<file path="src/hw/rtl/alid_pkg.sv">
// alid_pkg: shared types and sizes for the array list block
// holds capacity, element width, command and result codes and cell select codes
// no dependencies
`timescale 1ns / 1ps

package alid_pkg;

    // list sizes
    localparam int CAPACITY = 16;
    localparam int ELEM_W   = 32;
    localparam int IDX_W    = (CAPACITY > 1) ? $clog2(CAPACITY) : 1;
    localparam int CNT_W    = $clog2(CAPACITY + 1);

    // port widths fixed by the interface
    localparam int MODE_W   = 2;
    localparam int POS_W    = 5;
    localparam int VALUE_W  = 32;
    localparam int STATUS_W = 2;
    localparam int FIDX_W   = 4;
    localparam int LEN_W    = 5;

    typedef logic [ELEM_W-1:0] elem_t;

    // command codes
    typedef enum logic [MODE_W-1:0] {
        MODE_INSERT = 2'd0,
        MODE_DELETE = 2'd1,
        MODE_FIND   = 2'd2,
        MODE_NOP    = 2'd3
    } mode_t;

    // result codes
    typedef enum logic [STATUS_W-1:0] {
        ST_OK        = 2'd0,
        ST_FULL      = 2'd1,
        ST_BAD_POS   = 2'd2,
        ST_NOT_FOUND = 2'd3
    } status_t;

    // where a cell takes its next entry from
    typedef enum logic [1:0] {
        SEL_HOLD  = 2'd0,
        SEL_LEFT  = 2'd1,
        SEL_RIGHT = 2'd2,
        SEL_NEW   = 2'd3
    } cell_sel_t;

    // control handed to each cell
    typedef struct packed {
        cell_sel_t sel;
        logic      live;
    } cell_ctl_t;

endpackage

</file>
<file path="src/hw/rtl/alid_cell.sv">
// alid_cell: one list entry with its shift mux and search compare
// depends on alid_pkg
`timescale 1ns / 1ps

module alid_cell
    import alid_pkg::*;
(
    input  logic      clk,
    input  cell_ctl_t ctl,
    input  elem_t     left_data,
    input  elem_t     right_data,
    input  elem_t     new_data,
    input  elem_t     key,
    output elem_t     data,
    output logic      match
);

    elem_t entry_reg;
    elem_t entry_next;

    // pick the next entry from the neighbours or the incoming value
    always_comb
    begin
        case (ctl.sel)
            SEL_LEFT:  entry_next = left_data;
            SEL_RIGHT: entry_next = right_data;
            SEL_NEW:   entry_next = new_data;
            default:   entry_next = entry_reg;
        endcase
    end

    // entry storage, payload only
    always_ff @(posedge clk)
    begin
        entry_reg <= entry_next;
    end

    // compare against the search key, only while the entry is in the list
    assign match = ctl.live && (entry_reg == key);
    assign data  = entry_reg;

endmodule

</file>
<file path="src/hw/rtl/alid_prio.sv">
// alid_prio: lowest-index priority encoder over the registered match vector
// depends on alid_pkg
`timescale 1ns / 1ps

module alid_prio
    import alid_pkg::*;
(
    input  logic [CAPACITY-1:0] match,
    output logic                hit,
    output logic [IDX_W-1:0]    idx
);

    // scan from the top so the lowest matching cell wins
    always_comb
    begin
        idx = '0;
        for (int k = CAPACITY - 1; k >= 0; k--)
        begin
            if (match[k])
            begin
                idx = IDX_W'(k);
            end
        end
    end

    assign hit = |match;

endmodule

</file>
<file path="src/hw/rtl/array_list_insert_delete_find.sv">
// array_list_insert_delete_find: ordered list held in a row of shifting cells
// depends on alid_pkg, alid_cell, alid_prio
//
//   channel  | direction | handshake        | fields
//   ---------+-----------+------------------+-------------------------------
//   request  | in        | in_valid/in_stall   | mode, position, value
//   result   | out       | out_valid/out_stall | status, found_index, length
//
// a request is decoded in the cycle it is accepted: every cell shifts, loads
// or holds at that edge, and all cells compare against the search key at once
// the match vector is registered and a priority encoder finishes the find,
// so a result passes the first stage and then the output register; one request per cycle while in_stall is low
// stalls on the result side back up through the two stages to in_stall
// reset empties the list; cell contents are not cleared
`timescale 1ns / 1ps

module array_list_insert_delete_find
    import alid_pkg::*;
(
    input  logic                       clk,
    input  logic                       rst_n,
    input  logic                       in_valid,
    output logic                       in_stall,
    input  logic [MODE_W-1:0]          mode,
    input  logic [POS_W-1:0]           position,
    input  logic signed [VALUE_W-1:0]  value,
    output logic                       out_valid,
    input  logic                       out_stall,
    output logic [STATUS_W-1:0]        status,
    output logic [FIDX_W-1:0]          found_index,
    output logic [LEN_W-1:0]           length
);

    logic [CNT_W-1:0]    count_reg, count_next;
    logic                s1_valid_reg, s1_valid_next;
    logic                s1_find_reg;
    status_t             s1_status_reg;
    logic [CNT_W-1:0]    s1_len_reg;
    logic [CAPACITY-1:0] s1_match_reg;
    logic                out_valid_reg, out_valid_next;
    status_t             out_status_reg;
    logic [FIDX_W-1:0]   out_fidx_reg;
    logic [LEN_W-1:0]    out_len_reg;

    logic                accept;
    logic                s1_adv;
    logic                out_load;
    mode_t               cmd;
    elem_t               elem;
    int                  pos_int;
    int                  cnt_int;
    int                  slot;
    logic                ins_ok;
    logic                del_ok;
    status_t             status_now;
    cell_ctl_t           ctl      [CAPACITY];
    elem_t               cell_q   [CAPACITY];
    logic [CAPACITY-1:0] match_vec;
    logic                hit;
    logic [IDX_W-1:0]    hit_idx;

    // handshake between the stages
    assign out_load = !out_valid_reg || !out_stall;
    assign s1_adv   = s1_valid_reg && out_load;
    assign in_stall = s1_valid_reg && !out_load;
    assign accept   = in_valid && !in_stall;

    // request decode
    assign cmd     = mode_t'(mode);
    assign elem    = ELEM_W'(value);
    assign pos_int = int'(position);
    assign cnt_int = int'(count_reg);
    assign slot    = pos_int - 1;

    always_comb
    begin
        ins_ok     = 1'b0;
        del_ok     = 1'b0;
        status_now = ST_OK;
        unique case (cmd)
            MODE_INSERT:
            begin
                if (cnt_int >= CAPACITY)
                    status_now = ST_FULL;
                else if (pos_int < 1 || pos_int > cnt_int + 1)
                    status_now = ST_BAD_POS;
                else
                    ins_ok = accept;
            end
            MODE_DELETE:
            begin
                if (pos_int < 1 || pos_int > cnt_int)
                    status_now = ST_BAD_POS;
                else
                    del_ok = accept;
            end
            default:
            begin
                status_now = ST_OK;
            end
        endcase
    end

    // next list length
    always_comb
    begin
        count_next = count_reg;
        if (ins_ok)
            count_next = count_reg + CNT_W'(1);
        else if (del_ok)
            count_next = count_reg - CNT_W'(1);
    end

    // row of cells
    for (genvar k = 0; k < CAPACITY; k++)
    begin : g_cell
        always_comb
        begin
            ctl[k].live = (k < cnt_int);
            ctl[k].sel  = SEL_HOLD;
            if (ins_ok)
            begin
                if (k == slot)
                    ctl[k].sel = SEL_NEW;
                else if (k > slot)
                    ctl[k].sel = SEL_LEFT;
            end
            else if (del_ok && k >= slot)
            begin
                ctl[k].sel = SEL_RIGHT;
            end
        end

        alid_cell u_cell (
            .clk        (clk),
            .ctl        (ctl[k]),
            .left_data  ((k == 0) ? cell_q[0] : cell_q[(k == 0) ? 0 : k - 1]),
            .right_data ((k == CAPACITY - 1) ? cell_q[k]
                                             : cell_q[(k == CAPACITY - 1) ? k : k + 1]),
            .new_data   (elem),
            .key        (elem),
            .data       (cell_q[k]),
            .match      (match_vec[k])
        );
    end

    // first stage control
    always_comb
    begin
        s1_valid_next = s1_valid_reg;
        if (accept)
            s1_valid_next = 1'b1;
        else if (s1_adv)
            s1_valid_next = 1'b0;
    end

    always_ff @(posedge clk or negedge rst_n)
    begin
        if (!rst_n)
        begin
            count_reg    <= '0;
            s1_valid_reg <= 1'b0;
        end
        else
        begin
            count_reg    <= count_next;
            s1_valid_reg <= s1_valid_next;
        end
    end

    // first stage payload
    always_ff @(posedge clk)
    begin
        if (accept)
        begin
            s1_find_reg   <= (cmd == MODE_FIND);
            s1_status_reg <= status_now;
            s1_len_reg    <= count_next;
            s1_match_reg  <= match_vec;
        end
    end

    // first match over the registered compares
    alid_prio u_prio (
        .match (s1_match_reg),
        .hit   (hit),
        .idx   (hit_idx)
    );

    // output register control
    always_comb
    begin
        out_valid_next = out_valid_reg;
        if (out_load)
            out_valid_next = s1_valid_reg;
    end

    always_ff @(posedge clk or negedge rst_n)
    begin
        if (!rst_n)
            out_valid_reg <= 1'b0;
        else
            out_valid_reg <= out_valid_next;
    end

    // output register payload
    always_ff @(posedge clk)
    begin
        if (s1_adv)
        begin
            out_len_reg <= LEN_W'(s1_len_reg);
            if (s1_find_reg)
            begin
                out_status_reg <= hit ? ST_OK : ST_NOT_FOUND;
                out_fidx_reg   <= hit ? FIDX_W'(hit_idx) : '0;
            end
            else
            begin
                out_status_reg <= s1_status_reg;
                out_fidx_reg   <= '0;
            end
        end
    end

    assign out_valid   = out_valid_reg;
    assign status      = out_status_reg;
    assign found_index = out_fidx_reg;
    assign length      = out_len_reg;

endmodule
</file>
<file path="config.mk">
export PLATFORM = sky130hd
export DESIGN_NAME = array_list_insert_delete_find
export DESIGN_NICKNAME = d
export VERILOG_FILES = /design/src/hw/rtl/alid_pkg.sv /design/src/hw/rtl/alid_cell.sv /design/src/hw/rtl/alid_prio.sv /design/src/hw/rtl/array_list_insert_delete_find.sv
export SDC_FILE = /design/constraint.sdc
export NUM_CORES = 1
export LEC_CHECK = 0
export BUFFER_PORTS_ARGS = -buffer_cell sky130_fd_sc_hd__buf_4
export CAP_MARGIN = 10
export CELL_PAD_IN_SITES_DETAIL_PLACEMENT = 0
export CELL_PAD_IN_SITES_GLOBAL_PLACEMENT = 1
export CORE_ASPECT_RATIO = 1.25
export CORE_MARGIN = 2
export CORE_UTILIZATION = 30
export CTS_BUF_LIST = sky130_fd_sc_hd__clkbuf_2
export CTS_CLUSTER_DIAMETER = 60
export DETAILED_ROUTE_END_ITERATION = 6
export GPL_TIMING_DRIVEN = 0
export PLACE_DENSITY = 0.61
export SYNTH_ARGS = -nofsm -noshare
export SYNTH_HDL_FRONTEND = slang
export SYNTH_SLANG_ARGS = --single-unit
</file>
<file path="constraint.sdc">
create_clock -name clk -period 13.3 [get_ports clk]
set_input_delay 1.33 -clock clk [delete_from_list [all_inputs] [get_ports clk]]
set_output_delay 1.33 -clock clk [all_outputs]
set_load 0.03 [all_outputs]
</file>
==> results.yml <==
synth:
  synthDistinctLibCells: 75
  syn_area_sq_mm: 0.0338
  yosysTopAreaCell: "edfxtp_1"
  syn-num-nets: 3134
  ys_top_cells_by_area: "edfxtp_1, xor2_1, xnor2_1"
  synth_edf_count: 547
  synth-seq-cells: 554
  synth_seq_area_share_pct: 49.2
  yosysMostFrequentCell: "edfxtp_1"
  synthArstFlopShare_pct: 1.26
  synthTopCellsByCount: "edfxtp_1, nand2_1, xor2_1, xnor2_1, a22o_1"
  synth_top_area_share_pct: 48.7
  synth_cells: 3075
  synth_ff_type: "edfxtp_1"
  yosys_warnings: 0
  syn_avg_cell_area_sq_um: 11.0
setup_path:
  cp_cell_sequence: "buf_1 > nand3_1 > xnor2_1 > ha_1 > and3_1 > a32o_1 > a21oi_2 > buf_6 > nor2_4 > nand3_1 > clkbuf_1 > nand3_2"
  cp_slowest_cell: "nand3_1"
  slowest_delay_ns: 0.85
  required_ns: 14.35
  critPathArrivalTime_ns: 6.55
  critPathBufInv: 3
  path_max_fanout: 32
  path_class: "reg2reg"
  path_delay_family: "simple AND/OR/NAND/NOR gates"
  crit_path_end_kind: "flop"
  start_kind: "flop"
  path_common_cell: "nand3_1"
finish:
  area_growth_pct: 12.9
  final_core_util_pct: 34.1
  nets: 3359
  drive_gt1_share_pct: 17.1
  largest_reg_flops: 512
  final_cells: 4883
timing:
  fin_skew_ns: 0.134
  rsz0062_at_grt: "false"
  drv_slew: 0
  hold_viol_final: 0
  slew_headroom_pct: 2.41
  setup_tns_ns: 0
  clock.fmax_ghz: 0.182
  fin_crit_sh_pct: 41.3
  setup_violations: 0
  tightest_slew_ns: 1.46
  period_needed_ns: 5.50
global_route:
  grt_max_degree: 33
  antenna_found_initial: 11
  track_usage_pct: 32.6
  gr-total-overflow: 0
  grt_pass1_vias: 29300
  grt_pass1_wl_mm: 254
die:
  ios: 56
  core_sq_mm: 0.112
  rows: 137
  die_area_sq_mm: 0.115
  die_h_um: 379
  die_w_um: 304
  start_util_pct: 30.3
place:
  place_congestion: 0.985
  place_inst: 4600
  portBuffers: 23
  hpwl_mm: 138
drt:
  drt_wl_total_mm: 192
  ant_nets: 0
  drt-initial-drc-count: 4566
  dr.pass1.iters: 6
  wire_per_inst_um: 39.3
  drc_errors: 0
  vias: 30000
  viasPerCell: 6.15
clocking:
  cts_buffers: 151
  clock_sinks: 554
  cts_setup_buffers: 0
  tritoncts: "yes"
  insertion_delay_ns: 1.67
  htreeDepth: 4
  cts.path.max_buffers: 3
  cts-root-buf: "clkbuf_2"
  cts.clk_slew.worst_paths_ns: 0.15
power:
  ir_drop_mv: 0.0713
  powerDensity_mw_per_mm2: 107
  power_uw: 4070
  p_leak_uw: 0.0147
status:
  status: "finished, final reports clean"
worst_hold_path:
  hold_class: "in2async"
job:
  max_cap_violations: 0
-- worst paths after layout --
path / startpoint / to / slack [ns] / cells after the start
setup / recovery: count_reg[2]$_DFF_PN0_ / g_cell[3].u_cell.data[17]$_DFFE_PP_ / 7.80 / 12
hold / removal: rst_n / count_reg[1]$_DFF_PN0_ / 0.1 / 2
setup reg to reg: count_reg[2]$_DFF_PN0_ / g_cell[3].u_cell.data[17]$_DFFE_PP_ / 7.80 / 12
hold reg to reg: s1_len_reg[4]$_DFFE_PP_ / length[4]$_DFFE_PP_ / 0.42 / 0
max in group asynchronous: rst_n / out_valid$_DFFE_PN0P_ / 13.01 / 2
min in group clk: mode[1] / s1_status_reg[0]$_DFFE_PP_ / 0.10 / 2
-- cell type report --
type,instances,area [sq um]
fillers,11500,73500
flip-flops and latches,554,16600
multi-input cells,2194,15900
well taps,1459,1830
plain buffers,304,1390
clock buffers,222,1110
repair buffers,72,915
clock inverters,39,250
inverters,23,86.3
diodes,16,40.0
-- repair_timing --
item | 4_1_cts | 5_1_grt
hold buffers | 3 | 0
gates resized for setup | 0 | 0
hold endpoints to repair | 9 | 0
-- worst reg2reg max path: stages (launching register included) --
cell and delay [ns]:
dfrtp_1 0.46, buf_1 0.44, nand3_1 0.85, xnor2_1 0.44, ha_1 0.29, and3_1 0.16
a32o_1 0.26, a21oi_2 0.15, buf_6 0.19, nor2_4 0.06, nand3_1 0.42, clkbuf_1 0.44
nand3_2 0.80
-- through the flow --
step / worst slack, ns / instance area (sq um) / hold WS [ns]
6_report: 7.80 / 38100 / 0.0987
5_1_grt: 7.59 / 38100 / 0.0326
4_1_cts: 8.11 / 38000 / 0.00782
3_5_place_dp: 7.76 / 36600 / 0.405
3_3_place_gp: 5.16 / 35800 / 0.405
2_1_floorplan: 7.75 / 33800 / 0.400
-- metal layers --
metal  track usage [%]  share of wire (%)  vias up  routed length, um
met1              35.9                 35    14900              66800
met4              28.5                 10        4              19500
li1                  -                  -    12000                  -
met5                 0              0.012        -                 23
met3              10.4                 10      757              19900
met2              51.0                 45     2359              85500
-- power breakdown --
group / internal, uW / switching, uW / leakage (uW) / total [uW]
registers: 1960 / 56.9 / 0.00504 / 2020
clock network: 504 / 859 / 0.00104 / 1360
logic: 196 / 492 / 0.00858 / 688
-- cells in the final DEF, fill, tap and decap left out, types with 36 or more instances in the layout --
cell type and instances:
edfxtp_1 547, clkbuf_1 144, xnor2_1 199, a21o_1 163
nand4_1 59, o21ai_0 143, buf_2 123, xor2_1 320
a21oi_1 60, buf_4 37, nand2_1 349, a2bb2oi_1 129
clkbuf_2 240, nor4_1 87, a22o_1 192, mux2_2 36
nor2_1 72, a22oi_1 130
-- cells by family after synthesis --
logic type	share of synthesized area, %
AO/OA/AOI/OAI	19.1
XOR/XNOR	13.5
adder cells (fa/ha/maj)	0.593
buffers and inverters	4.28
flip-flops	49.2
multiplexers	3.63
AND/OR/NAND/NOR	9.78
Power figures use the tool's default switching activity.
